$ cat config.mk
export PLATFORM = sky130hd
export DESIGN_NAME = dbsd_front
export DESIGN_NICKNAME = d
export VERILOG_FILES = /design/src/design/dbsd_pkg.sv /design/src/design/dbsd_front.sv
export SDC_FILE = /design/constraint.sdc
export NUM_CORES = 1
export LEC_CHECK = 0
export ABC_CLOCK_PERIOD_IN_PS = 7500
export BUFFER_PORTS_ARGS = -buffer_cell sky130_fd_sc_hd__buf_2
export CORE_MARGIN = 8
export CORE_UTILIZATION = 43
export CTS_BUF_LIST = sky130_fd_sc_hd__clkbuf_16
export DETAILED_ROUTE_END_ITERATION = 7
export GPL_TIMING_DRIVEN = 0
export PLACE_DENSITY = 0.75
export SLEW_MARGIN = 10
export SYNTH_ARGS = -nofsm -noshare
export SYNTH_HDL_FRONTEND = slang
export SYNTH_SLANG_ARGS = --single-unit
$ cat constraint.sdc
create_clock -name clk -period 7.5 [get_ports clk]
set_input_delay 1.5 -clock clk [delete_from_list [all_inputs] [get_ports clk]]
set_output_delay 1.5 -clock clk [all_outputs]
set_load 0.005 [all_outputs]
$ cat src/design/dbsd_pkg.sv
// ---------------------------------------------------------------------------
// dbsd_pkg
// Shared constants and types for the dead-block SRRIP/BIP replacement core.
// ---------------------------------------------------------------------------
package dbsd_pkg;

    localparam int DEF_SETS         = 2048;
    localparam int DEF_WAYS         = 16;
    localparam int DEF_LEADER_SETS  = 64;
    localparam int DEF_DECAY_PERIOD = 8192;

    localparam int SET_W  = 11;
    localparam int WAY_W  = 4;
    localparam int MASK_W = 16;
    localparam int DRAW_W = 5;
    localparam int SEL_W  = 10;

    localparam logic [SEL_W-1:0] SEL_RESET = 10'd512;
    localparam logic [SEL_W-1:0] SEL_MAX   = 10'd1023;

    localparam logic [1:0] RRPV_DISTANT = 2'd3;
    localparam logic [1:0] RRPV_LONG    = 2'd2;

    localparam logic CMD_VICTIM = 1'b0;
    localparam logic CMD_UPDATE = 1'b1;

    // Item as classified by the front end
    typedef struct packed {
        logic              cmd;
        logic [SET_W-1:0]  set_index;
        logic [WAY_W-1:0]  way;
        logic              hit;
        logic [MASK_W-1:0] valid_mask;
        logic [DRAW_W-1:0] bip_draw;
        logic              lead_srrip;
        logic              lead_bip;
        logic              has_invalid;
        logic [WAY_W-1:0]  first_invalid;
    } dbsd_item_t;

endpackage

$ cat src/design/dbsd_front.sv
// ---------------------------------------------------------------------------
// dbsd_front
// Accepts items, wraps indices, flags leader sets and finds the first
// invalid way, then places them in a two-entry queue for the back end.
// ---------------------------------------------------------------------------
module dbsd_front
    import dbsd_pkg::*;
#(
    parameter int SETS        = DEF_SETS,
    parameter int WAYS        = DEF_WAYS,
    parameter int LEADER_SETS = DEF_LEADER_SETS
)
(
    input  logic              clk,
    input  logic              rst_n,
    input  logic              push,
    output logic              full,
    input  logic              cmd,
    input  logic [SET_W-1:0]  set_index,
    input  logic [WAY_W-1:0]  way,
    input  logic              hit,
    input  logic [MASK_W-1:0] valid_mask,
    input  logic [DRAW_W-1:0] bip_draw,
    output logic              q_valid,
    output dbsd_item_t        q_item,
    input  logic              q_take
);

    localparam int SI_W = $clog2(SETS);
    localparam int WI_W = $clog2(WAYS);

    dbsd_item_t item;
    logic [SI_W-1:0] set_w;
    logic [WI_W-1:0] way_w;
    logic [31:0] set_ext;

    always_comb
    begin
        logic found;
        found = 1'b0;
        item = '0;
        set_w = SI_W'(set_index);
        way_w = WI_W'(way);
        set_ext = 32'(set_w);
        item.cmd = cmd;
        item.set_index = SET_W'(set_w);
        item.way = WAY_W'(way_w);
        item.hit = hit;
        item.valid_mask = valid_mask;
        item.bip_draw = bip_draw;
        item.lead_srrip = set_ext < 32'(LEADER_SETS);
        item.lead_bip = set_ext >= 32'(SETS / 2) && set_ext < 32'(SETS / 2 + LEADER_SETS);
        // ways beyond the mask count as valid
        for (int w = 0; w < WAYS && w < MASK_W; w++)
        begin
            if (!found && !valid_mask[w])
            begin
                found = 1'b1;
                item.first_invalid = WAY_W'(w);
            end
        end
        item.has_invalid = found;
    end

    dbsd_item_t buf_reg [2];
    logic       rd_reg, wr_reg;
    logic [1:0] cnt_reg;
    logic       wr_en;

    assign full   = cnt_reg == 2'd2;
    assign wr_en  = push && !full;
    assign q_valid = cnt_reg != 2'd0;
    assign q_item = buf_reg[rd_reg];

    always_ff @(posedge clk)
    begin
        if (wr_en)
        begin
            buf_reg[wr_reg] <= item;
        end
    end

    always_ff @(posedge clk or negedge rst_n)
    begin
        if (!rst_n)
        begin
            rd_reg  <= 1'b0;
            wr_reg  <= 1'b0;
            cnt_reg <= 2'd0;
        end
        else
        begin
            if (wr_en)
            begin
                wr_reg <= !wr_reg;
            end
            if (q_take)
            begin
                rd_reg <= !rd_reg;
            end
            cnt_reg <= cnt_reg + 2'(wr_en) - 2'(q_take);
        end
    end

endmodule

Word level (Yosys, flattened, before mapping)
Memories as Yosys holds them, arrays and structs flattened.
Index checks and enable logic that the tools add are counted.
{"block": "classes", "n_addsub": 2, "magnitude_cmp": 3, "n_eq_ne": 1, "n_mux": 33, "reduce_logical": 50}
{"operator": "4-bit two-way mux", "count": 13}
{"operator": "1-bit zero test", "count": 32}
{"operator": "1-bit two-way mux", "count": 19}
{"operator": "1-bit logical AND", "count": 17}
{"operator": "11-bit >= comparator (second input constant)", "count": 1}
{"operator": "11-bit less-than comparator (second input constant)", "count": 1}
{"operator": "11-bit by 7-bit less-than comparator with 1-bit output (second input constant)", "count": 1}
{"operator": "2-bit by 1-bit adder with 2-bit output", "count": 1}
{"operator": "2-bit equality test (second input constant)", "count": 1}
{"operator": "2-bit two-way mux", "count": 1}
{"operator": "2-bit nonzero test", "count": 1}
{"operator": "2-bit by 1-bit subtractor with 2-bit output", "count": 1}
{"block": "word_totals", "regBits": 4, "ram_bits": 90, "input_bits": 42, "out_inout_bits": 47, "word_cells": 93, "memories": 1}
{"name": "buf_reg", "depth": 2, "word_bits": 45, "read_ports": 1, "rd_clocked_by_memory_dff": 0, "wr": 1, "line_no": "dbsd_front.sv:65", "source": "dbsd_item_t buf_reg [2];"}

Logic depth before layout (Yosys ltp)
{"block": "logic_depth", "word_depth": 45, "mapped_depth": 7, "ltp_nobuf": 7}

Worst setup path after synthesis
No wires, ideal clock.
{"block": "synth_path", "path_kind": "in2reg", "from": "in push", "to": "mem buf_reg[0][0] in the netlist's numbering (enable)", "setup_ps": 447, "t_arrival_ps": 3485, "required_ps": 7053, "slack_ps": 3568, "stages": 2, "path_buffers": 0, "path_cell_list": "nand2_1 nor2_1"}
{"block": "synth_between", "elab_chain_cells": 3}
{"item": "from (decl)", "line_no": "dbsd_front.sv:16", "source": "input logic push,"}
{"item": "1-bit logical AND", "line_no": "dbsd_front.sv:71", "source": "assign wr_en = push && !full;"}
{"item": "1-bit two-way mux", "line_no": "dbsd_front.sv:77", "source": "if (wr_en)"}
{"item": "1-bit two-way mux (not written as such)", "line_no": "dbsd_front.sv:79", "source": "buf_reg[wr_reg] <= item;"}
{"item": "to (decl)", "line_no": "dbsd_front.sv:65"}
No other way between the ends.

==> metrics.yaml <==
status: "finished clean"
ys_ff_latch: 94
post_cts_resize_count: 0
rsz0062_at_grt: "no"
rrSetupSlack_ns: 5.76
cp-end-kind: "output pin"
ys_types: 30
post-place-ws_ns: 4.632
max_freq_mhz: 312.9
grt_use_total_pct: 12.23
holdBufCountCts: 0
die_x_um: 108.1
power_mw: 1.647
cp.required_ns: 6.00
overflow: 0
finalHoldViolations: 0
final_cell_count_no_fill: 403
p_leak_nw: 1.732
syn_area_per_cell_um2: 19.08
drt-initial-drc-count: 78
path_max_fanout: 10
cp_num_buf_inv: 3
place.gp.congestion: 0.6941
slew_headroom_pct: 70.13
hold_start: "cnt_reg[1]$_DFF_PN0_"
drv_cap: 0
grt_pass1_wl_um: 10740
yosysTopAreaCellShare_pct: 74.18
path_cells: "buf_2, buf_2, mux2_2, buf_2"
reg2reg_from: "cnt_reg[1]$_DFF_PN0_"
portBuffers: 88
clock_latency_ns: 0.34
avgRoutedWirePerCell_um: 17.05
worst_pin_slew_ns: 0.4480
vias: 2003
cp.arrival_ns: 1.70
netlist_instances: 191
dp_hpwl_um: 5056
die_area_mm2: 0.01167
netlist_area_mm2: 0.003643
first_pass_iters: 4
skew_ns: 0.009059
area_delta_synth_final_pct: 25.48
critPathKind: "reg -> out"
root_buffer: "clkbuf_16"
yosysTopAreaCell: "edfxtp_1"
die_y_um: 108.1
mostFrequentLayoutCell: "buf_2"
cts_max_level: 3
rows: 33
grt_max_degree: 30
fillers: 676
reg2regPathDepth: 5
path_common_cell: "buf_2"
detail-route-antenna-nets: 0
vias_per_cell: 4.970
crit_slowest_cell: "mux2_2"
final_cell_mix: "buf_2 (93), edfxtp_1 (90), mux2_2 (45), clkbuf_16 (9), nand2_1 (7)"
numCtsBuffers: 9
finalCritPeriodShare_pct: 42.61
crit_cells: 4
numClockSinks: 94
maxSlewViolCount: 0
drive_above_1_share_pct: 54.36
ys_warn_count: 0
syn-num-nets: 235
grt_pass1_vias: 2135
antenna_found_initial: 0
wirelength_um: 6873
drc: 0
setup_ws_ns: 4.304
finalSetupViolations: 0
seq_area_frac_synth_pct: 76.92
clk_pin_slew_ns: 0.07
io_pins: 89
powerDensity_mw_per_mm2: 360.2
start_util_pct: 44.34
placed_area_mm2: 0.004299
core-area_mm2: 0.008217
hold-path-cell-count: 1
min_period_ns: 3.196
cp-start-kind: "register"
setup-tns-final_ns: 0
cts_buffer_depth: 2
diodes: 0
crit_family: "buffers and inverters"
postCtsSetupBuffers: 0
cts_tree: "done"
slowest_delay_ns: 0.38
place_inst: 387
largest_reg_flops: 90
hold_class: "reg -> reg"
vdd_ir_drop_max_v: 0.0001419
r2r-end: "buf_reg[0][25]$_DFFE_PP_"
fin_nets: 337
post-route-cell-area_mm2: 0.004572
synth_area_leaders: "edfxtp_1 (74%), mux2_2 (14%), dfrtp_1 (2.7%), nand2_1 (0.72%), xnor2_1 (0.72%)"
worstHoldEndpoint: "cnt_reg[1]$_DFF_PN0_"
power by group:
group          switching (mW)  total (mW)  internal, mW
logic                   0.240       0.490         0.250
clock network           0.186       0.411         0.225
registers              0.0284       0.746         0.718
total                   0.454        1.65          1.19
final cells by class:
cell class	instances	area (µm²)	share of cell area, %
multi-input cells	87	805.8	17.62
plain buffers	5	25.02	0.5473
repair buffers	91	515.5	11.28
clock inverters	7	47.55	1.040
inverters	5	18.77	0.4105
well taps	105	131.4	2.874
flip-flops and latches	94	2803	61.30
clock buffers	9	225.2	4.926
routing by layer:
metal  vias up  routed length, µm  track usage, %
met5         -                  0               0
met4         0                 93           5.352
met3         8                481           4.581
met2        61               3525           20.01
met1       983               2772           14.07
li1        951                  -               -
through the flow:
| stage | util [%] | hold WS [ns] |
|---|---|---|
| 4_1_cts | 55.64 | 0.4996 |
| 2_1_floorplan | - | 0.4604 |
| 3_3_place_gp | 51.30 | 0.4770 |
| 5_1_grt | 55.64 | 0.5284 |
| 6_report | 55.64 | 0.5018 |
| 3_5_place_dp | 52.32 | 0.4871 |
cells by family (layout without fill, tap and decap cells):
logic type      Yosys count  in the layout  share of synthesized area, %
flops                    94             94                         76.92
mux                      45             45                         13.91
simple gates             25             25                         4.224
compound gates           11             11                         2.095
buf+inv                  10            117                         1.202
xor+xnor                  4              4                        0.9617
fa+ha+maj                 2              2                        0.6867
worst max-delay path by stage:
stage,from,end
after floorplan,push,buf_reg[0][0]$_DFFE_PP_
after global placement,push,buf_reg[0][18]$_DFFE_PP_
after detailed placement,rd_reg$_DFFE_PN0P_,q_item[15]
after CTS,rd_reg$_DFFE_PN0P_,q_item[15]
after global routing,rd_reg$_DFFE_PN0P_,q_item[5]
final,rd_reg$_DFFE_PN0P_,q_item[15]
cells in the mapped netlist:
master	number
and3_1	1
or3_1	1
ha_1	2
o221ai_1	1
nand2_1	7
o21ai_1	1
nor3b_1	1
nand3_1	1
a32oi_1	1
xor2_1	1
nor4_1	1
dfrtp_1	4
nand2b_1	2
mux2_2	45
edfxtp_1	90
o21ai_0	4
buf_2	5
o211ai_1	1
a211oi_1	1
nand4_2	2
nor2_1	1
xnor2_1	3
and2_1	3
or2_2	1
o211a_1	1
a41oi_1	1
inv_1	5
nand4_1	2
nor2_4	1
nor2b_1	1
Power figures use the tool's default switching activity.
